## config.mk

```make
export PLATFORM = sky130hd
export DESIGN_NAME = rom_byte_descrambler_flat
export DESIGN_NICKNAME = d
export VERILOG_FILES = /design/src/hw/rtl/rbd_pkg.sv /design/src/hw/rtl/rbd_if.sv /design/src/hw/rtl/rom_byte_descrambler.sv /design/src/flat_wrapper.sv
export SDC_FILE = /design/constraint.sdc
export NUM_CORES = 1
export LEC_CHECK = 0
export ABC_AREA = 1
export ABC_CLOCK_PERIOD_IN_PS = 2200
export BUFFER_PORTS_ARGS = -buffer_cell sky130_fd_sc_hd__buf_4
export CAP_MARGIN = 20
export CORE_ASPECT_RATIO = 0.5
export CORE_MARGIN = 2
export CORE_UTILIZATION = 45
export DETAILED_ROUTE_END_ITERATION = 6
export PLACE_DENSITY_LB_ADDON = 0.2
export SLEW_MARGIN = 25
export SYNTH_ARGS = -nofsm -noshare
export SYNTH_HDL_FRONTEND = slang
export SYNTH_SLANG_ARGS = --single-unit
```

## constraint.sdc

```tcl
create_clock -name clk -period 2.2 [get_ports clk]
set_input_delay 0.33 -clock clk [delete_from_list [all_inputs] [get_ports clk]]
set_output_delay 0.33 -clock clk [all_outputs]
set_load 0.01 [all_outputs]
```

## src/hw/rtl/rbd_pkg.sv

```systemverilog
// Constants, substitution tables and lookup helpers for the ROM byte descrambler.
package rbd_pkg;

    localparam int ADDR_W = 15;
    localparam int DATA_W = 8;
    localparam int APB_ADDR_W = 2;
    localparam int APB_DATA_W = 32;

    localparam logic [APB_ADDR_W-1:0] REG_DIRECTION = 2'd0;

    localparam logic DIR_UNPACK = 1'b0;
    localparam logic DIR_PACK   = 1'b1;

    localparam logic [7:0] KEEP_MASK  = 8'ha5;
    localparam logic [7:0] SUBST_MASK = 8'h5a;

    localparam logic [2:0] SEL_R0 = 3'd0;
    localparam logic [2:0] SEL_R1 = 3'd1;
    localparam logic [2:0] SEL_R4 = 3'd2;
    localparam logic [2:0] SEL_R5 = 3'd3;
    localparam logic [2:0] SEL_GA = 3'd4;
    localparam logic [2:0] SEL_GB = 3'd5;

    typedef logic [7:0] subst_tbl_t [6][16];
    typedef logic [7:0] group_map_t [16];

    localparam subst_tbl_t UNPACK_TBL = '{
        '{8'h5a,8'h1a,8'h58,8'h18,8'h52,8'h12,8'h50,8'h10,
          8'h4a,8'h0a,8'h48,8'h08,8'h42,8'h02,8'h40,8'h00},
        '{8'h18,8'h10,8'h08,8'h00,8'h58,8'h50,8'h48,8'h40,
          8'h1a,8'h12,8'h0a,8'h02,8'h5a,8'h52,8'h4a,8'h42},
        '{8'h58,8'h48,8'h5a,8'h4a,8'h50,8'h40,8'h52,8'h42,
          8'h18,8'h08,8'h1a,8'h0a,8'h10,8'h00,8'h12,8'h02},
        '{8'h1a,8'h5a,8'h0a,8'h4a,8'h12,8'h52,8'h02,8'h42,
          8'h18,8'h58,8'h08,8'h48,8'h10,8'h50,8'h00,8'h40},
        '{8'h58,8'h50,8'h18,8'h10,8'h5a,8'h52,8'h1a,8'h12,
          8'h48,8'h40,8'h08,8'h00,8'h4a,8'h42,8'h0a,8'h02},
        '{8'h52,8'h42,8'h50,8'h40,8'h5a,8'h4a,8'h58,8'h48,
          8'h12,8'h02,8'h10,8'h00,8'h1a,8'h0a,8'h18,8'h08}
    };

    localparam subst_tbl_t PACK_TBL = '{
        '{8'h5a,8'h52,8'h4a,8'h42,8'h1a,8'h12,8'h0a,8'h02,
          8'h58,8'h50,8'h48,8'h40,8'h18,8'h10,8'h08,8'h00},
        '{8'h0a,8'h4a,8'h08,8'h48,8'h02,8'h42,8'h00,8'h40,
          8'h1a,8'h5a,8'h18,8'h58,8'h12,8'h52,8'h10,8'h50},
        '{8'h52,8'h5a,8'h42,8'h4a,8'h50,8'h58,8'h40,8'h48,
          8'h12,8'h1a,8'h02,8'h0a,8'h10,8'h18,8'h00,8'h08},
        '{8'h58,8'h18,8'h48,8'h08,8'h50,8'h10,8'h40,8'h00,
          8'h5a,8'h1a,8'h4a,8'h0a,8'h52,8'h12,8'h42,8'h02},
        '{8'h4a,8'h5a,8'h48,8'h58,8'h0a,8'h1a,8'h08,8'h18,
          8'h42,8'h52,8'h40,8'h50,8'h02,8'h12,8'h00,8'h10},
        '{8'h4a,8'h42,8'h5a,8'h52,8'h48,8'h40,8'h58,8'h50,
          8'h0a,8'h02,8'h1a,8'h12,8'h08,8'h00,8'h18,8'h10}
    };

    localparam group_map_t GROUP_MAP = '{
        8'h5a, 8'h5a, 8'haa, 8'haa, 8'h55, 8'h55, 8'ha5, 8'ha5,
        8'h5a, 8'h5a, 8'h55, 8'h55, 8'h5a, 8'h5a, 8'haa, 8'haa
    };

    function automatic logic [2:0] pick_table(input logic [ADDR_W-1:0] addr);
        logic [3:0] byte_ix;
        logic [2:0] sel;
        byte_ix = {addr[8], addr[5:3]};
        case (addr[14:12])
            3'd0: sel = SEL_R0;
            3'd1: sel = SEL_R1;
            3'd4: sel = SEL_R4;
            3'd5: sel = SEL_R5;
            default: sel = GROUP_MAP[byte_ix][~addr[2:0]] ? SEL_GB : SEL_GA;
        endcase
        return sel;
    endfunction

    function automatic logic [DATA_W-1:0] transform(
        input logic              dir,
        input logic [ADDR_W-1:0] addr,
        input logic [DATA_W-1:0] din
    );
        logic [3:0] idx;
        logic [2:0] sel;
        logic [7:0] sub;
        idx = {din[6], din[4], din[3], din[1]};
        sel = pick_table(addr);
        sub = (dir == DIR_PACK) ? PACK_TBL[sel][idx] : UNPACK_TBL[sel][idx];
        return (din & KEEP_MASK) | (sub & SUBST_MASK);
    endfunction

endpackage

```

## src/hw/rtl/rbd_if.sv

```systemverilog
// Valid/ready channel interfaces for the ROM byte descrambler.
interface rbd_req_if;
    logic                       valid;
    logic                       ready;
    logic [rbd_pkg::ADDR_W-1:0] address;
    logic [rbd_pkg::DATA_W-1:0] data_in;

    modport source (output valid, output address, output data_in, input ready);
    modport sink   (input valid, input address, input data_in, output ready);
endinterface

interface rbd_rsp_if;
    logic                       valid;
    logic                       ready;
    logic [rbd_pkg::DATA_W-1:0] data_out;

    modport source (output valid, output data_out, input ready);
    modport sink   (input valid, input data_out, output ready);
endinterface

```

## src/hw/rtl/rom_byte_descrambler.sv

```systemverilog
// Top level of the ROM byte descrambler: APB mode register and two-stage datapath.
//
// Usage: items arrive on the raw channel (address, data_in) and leave on the
// result channel (data_out), both valid/ready. An item is taken at a clock edge
// with valid and ready high. Each item yields exactly one result item.
// An accepted item passes the input register, then the table lookup into the
// result register. Throughput: one item per cycle unless the receiver stalls.
// Each lookup reads one 16-entry table, chosen by address bits 14..12 and, for
// values 2, 3, 6 and 7 there, by address bits 8 and 5..0.
// The APB port holds one register, direction at byte address 0 (0 = unpack,
// 1 = pack); write it only while no items are in flight.
// Reset (rst_n low, asynchronous) empties both stages and sets direction to
// unpack. When the receiver stalls, the result register holds its item; the
// input stage keeps accepting until it also holds an item, then raw.ready drops.
module rom_byte_descrambler (
    input  logic                                clk,
    input  logic                                rst_n,
    rbd_req_if.sink                             raw,
    rbd_rsp_if.source                           result,
    input  logic                                psel,
    input  logic                                penable,
    input  logic                                pwrite,
    input  logic [rbd_pkg::APB_ADDR_W-1:0]      paddr,
    input  logic [rbd_pkg::APB_DATA_W-1:0]      pwdata,
    output logic [rbd_pkg::APB_DATA_W-1:0]      prdata,
    output logic                                pready
);

    logic                       direction_reg;
    logic                       direction_next;
    logic                       s1_valid_reg;
    logic                       s1_valid_next;
    logic [rbd_pkg::ADDR_W-1:0] s1_address_reg;
    logic [rbd_pkg::DATA_W-1:0] s1_data_reg;
    logic                       out_valid_reg;
    logic                       out_valid_next;
    logic [rbd_pkg::DATA_W-1:0] out_data_reg;
    logic                       out_advance;
    logic                       s1_advance;
    logic                       reg_write;

    // config port
    assign pready    = 1'b1;
    assign reg_write = psel && penable && pwrite && (paddr == rbd_pkg::REG_DIRECTION);
    assign direction_next = reg_write ? pwdata[0] : direction_reg;

    always_comb
    begin
        prdata = '0;
        if (paddr == rbd_pkg::REG_DIRECTION)
        begin
            prdata[0] = direction_reg;
        end
    end

    // handshake
    assign out_advance    = !out_valid_reg || result.ready;
    assign s1_advance     = !s1_valid_reg || out_advance;
    assign raw.ready      = s1_advance;
    assign s1_valid_next  = s1_advance ? raw.valid : s1_valid_reg;
    assign out_valid_next = out_advance ? s1_valid_reg : out_valid_reg;

    assign result.valid    = out_valid_reg;
    assign result.data_out = out_data_reg;

    always_ff @(posedge clk or negedge rst_n)
    begin
        if (!rst_n)
        begin
            direction_reg <= rbd_pkg::DIR_UNPACK;
            s1_valid_reg  <= 1'b0;
            out_valid_reg <= 1'b0;
        end
        else
        begin
            direction_reg <= direction_next;
            s1_valid_reg  <= s1_valid_next;
            out_valid_reg <= out_valid_next;
        end
    end

    always_ff @(posedge clk)
    begin
        if (s1_advance && raw.valid)
        begin
            s1_address_reg <= raw.address;
            s1_data_reg    <= raw.data_in;
        end
        if (out_advance && s1_valid_reg)
        begin
            out_data_reg <= rbd_pkg::transform(direction_reg, s1_address_reg, s1_data_reg);
        end
    end

endmodule
```

## src/flat_wrapper.sv

```systemverilog
// flat-port wrapper written by rule: the top's interface ports become plain ports
module rom_byte_descrambler_flat 
  (clk, rst_n, psel, penable, pwrite, paddr, pwdata, prdata, pready, raw_valid, raw_address, raw_data_in, raw_ready, result_valid, result_data_out, result_ready);
  rbd_req_if raw_i ();
  rbd_rsp_if result_i ();
  input  logic clk;
  input  logic rst_n;
  input  logic psel;
  input  logic penable;
  input  logic pwrite;
  input  logic [rbd_pkg::APB_ADDR_W-1:0] paddr;
  input  logic [rbd_pkg::APB_DATA_W-1:0] pwdata;
  output logic [rbd_pkg::APB_DATA_W-1:0] prdata;
  output logic pready;
  input wire logic [$bits(raw_i.valid)-1:0] raw_valid;
  input wire logic [$bits(raw_i.address)-1:0] raw_address;
  input wire logic [$bits(raw_i.data_in)-1:0] raw_data_in;
  output wire logic [$bits(raw_i.ready)-1:0] raw_ready;
  output wire logic [$bits(result_i.valid)-1:0] result_valid;
  output wire logic [$bits(result_i.data_out)-1:0] result_data_out;
  input wire logic [$bits(result_i.ready)-1:0] result_ready;
  assign raw_i.valid = raw_valid;
  assign raw_i.address = raw_address;
  assign raw_i.data_in = raw_data_in;
  assign raw_ready = raw_i.ready;
  assign result_valid = result_i.valid;
  assign result_data_out = result_i.data_out;
  assign result_i.ready = result_ready;
  rom_byte_descrambler u_core (.clk(clk), .rst_n(rst_n), .raw(raw_i), .result(result_i), .psel(psel), .penable(penable), .pwrite(pwrite), .paddr(paddr), .pwdata(pwdata), .prdata(prdata), .pready(pready));
endmodule
```

==> flow_summary.rst, run 1 <==
.. list-table::
   :header-rows: 1

   * - Metric
     - Value
   * - Growth of design area from synthesis to finish
     - 15.4%
   * - Total wire length after detailed routing
     - a little under 4000 microns
   * - Part of the Yosys area used for sequential elements
     - 0.410
   * - Combinational cell fraction of total power
     - 0.295
   * - Multi-input gate area
     - around 900 sq um
   * - Global route hottest layer
     - met2
   * - Post-detailed-placement half-perimeter wirelength
     - around 3000 microns
   * - Filler instances
     - ~360
   * - CP Capture Type
     - flop
   * - Site Rows
     - 16
   * - First drt pass iteration count
     - 4
   * - Switching Share
     - 0.318
   * - Final critical path time including I/O delays and setup
     - 2.07 ns
   * - Portion of total power attributed to sequential cells
     - 0.495
   * - Die outline area
     - 4880 sq um
   * - Synth Area per Inst
     - around 7.7 sq um
   * - Worst slew slack as a fraction of its limit
     - 0.638
   * - TritonCTS buffer count
     - 3
   * - Cell-internal power
     - around 900 uW
   * - Count of input and output buffers
     - 36
   * - Chip width
     - 96.8 microns
   * - Top post-synthesis cells by area
     - sky130_fd_sc_hd__edfxtp_1, sky130_fd_sc_hd__nand2_1, sky130_fd_sc_hd__buf_4
   * - Yosys Warn Count
     - 0
   * - Total grt overflow
     - 0
   * - Total power after layout
     - approximately 1.3 mW
   * - Pwr dens
     - slightly below 600 nW/um^2
   * - Slew at the pin closest to its max-slew limit
     - 0.543 ns
   * - Number of antenna repair diodes
     - 0
   * - Post-layout nets
     - 358
   * - Deepest level of the CTS H-tree
     - 1
   * - Antenna violations before repair
     - 0
   * - Die Span Y
     - 50.4 microns
   * - Adder-cell share of the synthesized area
     - 0.0194
   * - Clock net sink count
     - 27
   * - Root buf cell
     - sky130_fd_sc_hd__clkbuf_8
   * - Highest ir drop seen on vdd
     - just under 0.4 mV
   * - Via count
     - about 1700
   * - Post-synthesis share of cell area spent on xor and xnor gates
     - 0
   * - Core area
     - ~4000 sq um
   * - Top achievable clock speed
     - 483 MHz
   * - Count of pins over their slew limit
     - 0
   * - Pin count of the biggest net entering global routing
     - 18
   * - Netlist area before placement
     - between 1500 and 2000 sq um
   * - Synth cell types
     - 31
   * - Violation count after the first detailed-route iteration
     - between 100 and 150
   * - DR WL/cell
     - ~11 microns
   * - Clock tree from TritonCTS
     - done
   * - Path class of the lowest-slack min-delay path
     - in -> reg
   * - Final weighted congestion in routability-driven placement
     - around 0.95
   * - Net switching power
     - approximately 420 uW
   * - Simple-gate area share of the yosys netlist
     - 0.290
   * - RSZ-0062 raised after global routing
     - true
   * - Largest family of logic cells by synthesized area
     - simple AND/OR/NAND/NOR gates
   * - Gate count after technology mapping
     - roughly 250
   * - Worst clock skew
     - between 0.002 and 0.003 ns
   * - Clock edge transition at the registers on the reported setup and hold paths
     - roughly 0.090 ns
   * - Antenna Violating Nets Remaining
     - 0
   * - Compound-gate portion of the synthesized area
     - 0.0787
   * - Critical Path Fanout Max
     - 3
   * - Storage cell area
     - 796 sq um
   * - Met1 track utilization from global routing
     - 0.222
   * - GRT met2 Usage
     - 0.243
   * - Wire length of the first global-routing pass
     - ~6100 microns
   * - Path type of the worst setup path
     - reg -> reg
   * - Critical Path Source Type
     - flop
   * - Max Cap Violations
     - 0
   * - Share of total power in the clock network
     - 0.211
   * - Average vias per placed instance
     - 4.86
   * - Vias in the first global route
     - 1375
   * - Global routing met3 resource utilization
     - 0.0362
   * - Number of failing hold endpoints at the final stage
     - 0
   * - Top-level port count
     - 107
   * - Library cell with the largest summed area after synthesis
     - sky130_fd_sc_hd__edfxtp_1
   * - Layout cells sized above 1
     - 0.228
   * - Maximum number of buffers from clock root to sink
     - 2
   * - Status
     - complete, no violations
   * - Period utilisation layout
     - 0.941
   * - Static leakage
     - approximately 1.1 nW
   * - Setup violators final
     - 0
   * - Flop and latch count out of synthesis
     - 27
   * - Data arrival time of the critical path
     - about 2.1 ns
   * - Data required time of the worst path
     - about 2.2 ns
   * - Initial core utilization
     - 0.482
   * - Multiplexer share of the synthesized area
     - 0
   * - All-layer global routing usage
     - 0.157
   * - Yosys top cell area share
     - 0.372
   * - Worst skew pair latency
     - about 0.27 ns
   * - Final sum of negative setup slack
     - 0 ns
   * - Remaining DRCs
     - 0
worst max-delay path, cell delays in order (launching register included):
cell and delay (ns):
sky130_fd_sc_hd__edfxtp_1 0.39, sky130_fd_sc_hd__nand2_1 0.08, sky130_fd_sc_hd__nand2_1 0.06, sky130_fd_sc_hd__nand2_2 0.07
sky130_fd_sc_hd__nand2_2 0.06, sky130_fd_sc_hd__nand2_4 0.07, sky130_fd_sc_hd__nand2_1 0.06, sky130_fd_sc_hd__nand2_2 0.09
sky130_fd_sc_hd__nand2_4 0.08, sky130_fd_sc_hd__ha_1 0.19, sky130_fd_sc_hd__or2_2 0.30, sky130_fd_sc_hd__nand3_1 0.09
sky130_fd_sc_hd__nand2_1 0.06, sky130_fd_sc_hd__nand3_1 0.09, sky130_fd_sc_hd__nand2_1 0.06, sky130_fd_sc_hd__nand2_1 0.05
sky130_fd_sc_hd__nand2_1 0.04
synth_stat cells, drive strengths merged:
cell / instances
edfxtp: 24
nand4: 3
inv: 26
o211ai: 1
nor3: 3
nand2: 80
dfrtp: 3
o21bai: 3
conb: 2
a221oi: 1
or2: 1
clkinv: 1
o22ai: 2
nor2: 18
clkbuf: 2
a21oi: 12
ha: 3
nand3: 22
buf: 36
o21ai: 7
a31oi: 1
through the flow:
step	area, sq um	cells	hold slack [ns]	util	setup WS (ns)
after detailed placement	2150	338	0.123	0.534	0.0972
after floorplan	2050	281	0.0344	-	0.247
after global placement	2150	338	0.122	0.534	0.0928
after global routing	2240	344	0.212	0.556	-0.0117
final	2240	344	0.233	0.556	0.130
after CTS	2210	343	0.226	0.549	0.0792
cell usage in the layout, fill, tap and decap left out, drive strengths merged:
cell	n
clkbuf	3
ha	3
edfxtp	24
a31oi	1
nand2	80
nand3	22
o211ai	1
nor2	18
nand4	3
dlygate4sd3	1
dfrtp	3
o22ai	2
o21bai	3
a221oi	1
or2	1
a21oi	12
buf	42
inv	27
o21ai	7
conb	32
clkinv	1
nor3	3
repair_timing:
action / CTS / global route
buffers inserted: 0 / 1
hold buffers: 1 / 0
gates resized for setup: 0 / 7
endpoints found under the hold margin: 3 / 0
setup endpoints to repair: 0 / 4
cell families (layout without fill, tap and decap cells):
family	count (synthesis)	count (layout)
other	2	32
buffers and inverters	65	74
DFF	27	27
and+or+nand+nor	127	127
adders and majority gates	3	3
AOI/OAI and AO/OA	27	27
power by group through the flow:
stage	Combinational [mW]	Clock [mW]	Sequential (mW)
3_3_place_gp	0.376	0	0.670
3_5_place_dp	0.377	0	0.671
5_1_grt	0.437	0.316	0.665
6_report	0.393	0.281	0.659
2_1_floorplan	0.298	0	0.662
4_1_cts	0.381	0.290	0.659
worst paths after layout:
check,from,endpoint,slack (ns),depth (start not counted)
max,u_core.s1_address_reg[5]$_DFFE_PP_,u_core.result.data_out[4]$_DFFE_PP_,0.13,16
min,raw_address[12],u_core.s1_address_reg[12]$_DFFE_PP_,0.23,1
max reg2reg,u_core.s1_address_reg[5]$_DFFE_PP_,u_core.result.data_out[4]$_DFFE_PP_,0.13,16
min reg2reg,u_core.s1_data_reg[0]$_DFFE_PP_,u_core.result.data_out[0]$_DFFE_PP_,0.42,0
max in group asynchronous,rst_n,u_core.direction_reg$_DFFE_PN0P_,1.73,2
min in group asynchronous,rst_n,u_core.result.valid$_DFFE_PN0P_,0.38,2
area by class of cell:
cell class	instances	area share
clock inverters	1	0.00391
multi-input cells	189	0.400
inverters	27	0.0464
clock buffers	3	0.0184
well taps	54	0.0302
flip-flops and latches	27	0.356
repair buffers	43	0.145
metal layers:
metal  vias up  part of all wire
li1        828                 -
met1       728              0.43
met2       106              0.44
met3        10              0.11
met4         0             0.013
met5         -                 0
(Power assumes the default switching activity.)
==> inputs of run 2 (changes only) <==
--- a/config.mk
+++ b/config.mk
@@ -14,6 +14,7 @@
 export CORE_UTILIZATION = 45
 export DETAILED_ROUTE_END_ITERATION = 6
 export PLACE_DENSITY_LB_ADDON = 0.2
+export REMOVE_ABC_BUFFERS = 1
 export SLEW_MARGIN = 25
 export SYNTH_ARGS = -nofsm -noshare
 export SYNTH_HDL_FRONTEND = slang
==> run 2 against run 1 <==
Sequential power grew 0.8%. Clock skew shrank 0.0011 ns. Final area grew 1.1%. Register-to-register slack gained 0.04 ns. First-iteration DRC count shrank 37%. Critical path depth grew 3. Largest cell class unchanged. Sequential cell count is the same. Clock power is essentially flat.
==> flow_summary.rst, run 2 (synthesis results as in run 1) <==
.. list-table::
   :header-rows: 1

   * - Metric
     - Value
   * - Critical Path Fanout Max
     - 3
   * - RR Startpoint
     - u_core.s1_address_reg[8]$_DFFE_PP_
   * - Worst setup slack for register-to-register paths
     - roughly 0.17 ns
   * - R2R Path End
     - u_core.result.data_out[6]$_DFFE_PP_
   * - Highest ir drop seen on vdd
     - approximately 0.46 mV
   * - Pin count of the biggest net entering global routing
     - 17
   * - Number of standard cells in the final layout excluding fillers
     - 342
   * - Period utilisation layout
     - 0.923
   * - Number of failing hold endpoints at the final stage
     - 0
   * - Critical Path Source Type
     - flop
   * - Top achievable clock speed
     - 493 MHz
   * - Vias in the first global route
     - between 1500 and 2000
   * - Capture endpoint of the worst hold path
     - u_core.s1_address_reg[4]$_DFFE_PP_
   * - Site Rows
     - 16
   * - Max Cap Violations
     - 0
   * - Number of cells on the worst hold path
     - 1
   * - Data arrival time of the critical path
     - 2.06 ns
   * - Clock net sink count
     - 27
   * - Die outline area
     - 4880 sq um
   * - Worst slew slack as a fraction of its limit
     - 0.599
   * - Pwr dens
     - slightly below 600 nW/um^2
   * - CP cell instances
     - inv_1 -> nand2_1 -> nand2_1 -> nand2_2 -> nand2_2 -> nand2_4 -> nand2_1 -> nand2_2 -> nand2_4 -> ha_4 -> inv_1 -> nor2_2 -> inv_2 -> a21oi_2 -> a31oi_1 -> o21ai_1 -> inv_1 -> nand2_1 -> nand2_1
   * - Clock edge transition at the registers on the reported setup and hold paths
     - roughly 0.090 ns
   * - Cell with the largest stage delay on the worst path
     - sky130_fd_sc_hd__edfxtp_1
   * - Violation count after the first detailed-route iteration
     - 67
   * - Post-layout nets
     - ~360
   * - Layout cells sized above 1
     - 0.243
   * - Clock tree from TritonCTS
     - done
   * - Slew at the pin closest to its max-slew limit
     - around 0.60 ns
   * - Max stage delay on crit path
     - between 0.3 and 0.4 ns
   * - Worst clock skew
     - 0.00183 ns
   * - Antenna violations before repair
     - 0
   * - Wire length of the first global-routing pass
     - around 7000 microns
   * - Initial core utilization
     - 0.482
   * - RSZ-0062 raised after global routing
     - false
   * - Data required time of the worst path
     - 2.23 ns
   * - Worst skew pair latency
     - roughly 0.27 ns
   * - Total wire length after detailed routing
     - around 4200 microns
   * - Core area
     - between 4000 and 5000 sq um
   * - Total grt overflow
     - 0
   * - DR WL/cell
     - between 10 and 15 microns
   * - Most frequent standard cell in the layout excluding fill and tap cells
     - sky130_fd_sc_hd__nand2_1
   * - Storage cell area
     - just under 800 sq um
   * - Average vias per placed instance
     - about 4.9
   * - Number of instances in the placed design
     - between 300 and 400
   * - Path type of the worst setup path
     - reg -> reg
   * - TritonCTS buffer count
     - 3
   * - Path class of the lowest-slack min-delay path
     - in -> reg
   * - Antenna Violating Nets Remaining
     - 0
   * - Status
     - complete, no violations
   * - Total power after layout
     - about 1.3 mW
   * - Top-level port count
     - 107
   * - All-layer global routing usage
     - 0.176
   * - Worst Hold Launch
     - raw_address[4]
   * - Count of input and output buffers
     - 36
   * - Post-detailed-placement half-perimeter wirelength
     - around 3100 microns
   * - Deepest level of the CTS H-tree
     - 1
   * - Setup violators final
     - 0
   * - Root buf cell
     - sky130_fd_sc_hd__clkbuf_8
   * - Commonest non-fill, non-tap cells in the layout
     - sky130_fd_sc_hd__nand2_1, sky130_fd_sc_hd__buf_4, sky130_fd_sc_hd__conb_1
   * - Remaining DRCs
     - 0
   * - Cell repeated most along the worst path
     - sky130_fd_sc_hd__nand2_1
   * - Multi-input gate area
     - between 900 and 1000 sq um
   * - Static leakage
     - roughly 1.1 nW
   * - Via count
     - between 1500 and 2000
   * - Die Span Y
     - approximately 50 microns
   * - First drt pass iteration count
     - 5
   * - Number of buffers inserted by post-CTS setup repair
     - 0
   * - Register-to-Register Path Depth
     - 19
   * - Final weighted congestion in routability-driven placement
     - ~0.95
   * - Chip width
     - between 90 and 100 microns
   * - Final sum of negative setup slack
     - 0 ns
   * - Number of antenna repair diodes
     - 0
   * - Final critical path time including I/O delays and setup
     - between 2 and 2.5 ns
   * - Count of pins over their slew limit
     - 0
   * - CP Capture Type
     - flop
   * - Growth of design area from synthesis to finish
     - 16.7%
   * - Maximum number of buffers from clock root to sink
     - 2
   * - Filler instances
     - between 300 and 400
-- run 2: changes by cell type in the layout (fill, tap and decap cells not counted), sizes merged --
cell	previous run	this run
buf	42	40
clkinvlp	0	1
inv	27	26
-- run 2: power by group --
group / internal, mW / switching, mW
sequential: 0.621 / 0.0433
combinational: 0.161 / 0.245
clock: 0.128 / 0.152
total: 0.910 / 0.440
-- run 2: worst max-delay path by stage --
stage	start	endpoint	slack, ns	cells after the start
4_1_cts	u_core.s1_address_reg[5]$_DFFE_PP_	u_core.result.data_out[1]$_DFFE_PP_	0.07	16
6_report	u_core.s1_address_reg[8]$_DFFE_PP_	u_core.result.data_out[6]$_DFFE_PP_	0.17	19
3_5_place_dp	u_core.s1_address_reg[5]$_DFFE_PP_	u_core.result.data_out[1]$_DFFE_PP_	0.09	16
5_1_grt	u_core.s1_address_reg[8]$_DFFE_PP_	u_core.result.data_out[6]$_DFFE_PP_	0.003	19
2_1_floorplan	u_core.s1_address_reg[5]$_DFFE_PP_	u_core.result.data_out[4]$_DFFE_PP_	0.24	16
3_3_place_gp	u_core.s1_address_reg[5]$_DFFE_PP_	u_core.result.data_out[6]$_DFFE_PP_	0.11	17
-- run 2: metrics by stage --
stage | cell area [sq um] | util | worst slack (ns) | hold WS [ns]
3_5_place_dp | 2140 | 0.532 | 0.0937 | 0.125
2_1_floorplan | 1770 | - | 0.236 | 0.0344
5_1_grt | 2260 | 0.563 | 0.00291 | 0.211
4_1_cts | 2200 | 0.547 | 0.0693 | 0.221
6_report | 2260 | 0.563 | 0.170 | 0.229
3_3_place_gp | 2140 | 0.532 | 0.109 | 0.123
-- run 2: cell type report --
type,instances,share of cell area
inverters,27,0.0459
clock buffers,3,0.0182
well taps,54,0.0299
multi-input cells,189,0.414
clock inverters,1,0.00332
flip-flops and latches,27,0.352
repair buffers,41,0.137
-- run 2: layer usage --
metal	global-route usage	part of all wire
met2	0.303	0.45
met4	0.0469	0.0050
met5	0	0
met3	0.0501	0.12
met1	0.222	0.42
-- run 2: worst max-delay path, delay by kind of cell, from the launching register on --
kind | cells | cell delay [ns]
buf+inv | 4 | 0.23
fa+ha+maj | 1 | 0.13
flops | 1 | 0.37
simple gates | 11 | 0.79
compound gates | 3 | 0.27
-- run 2: repair_timing --
action,4_1_cts,5_1_grt
gates resized for setup,0,15
hold buffers,1,0
setup endpoints to repair,0,4
endpoints found under the hold margin,3,0
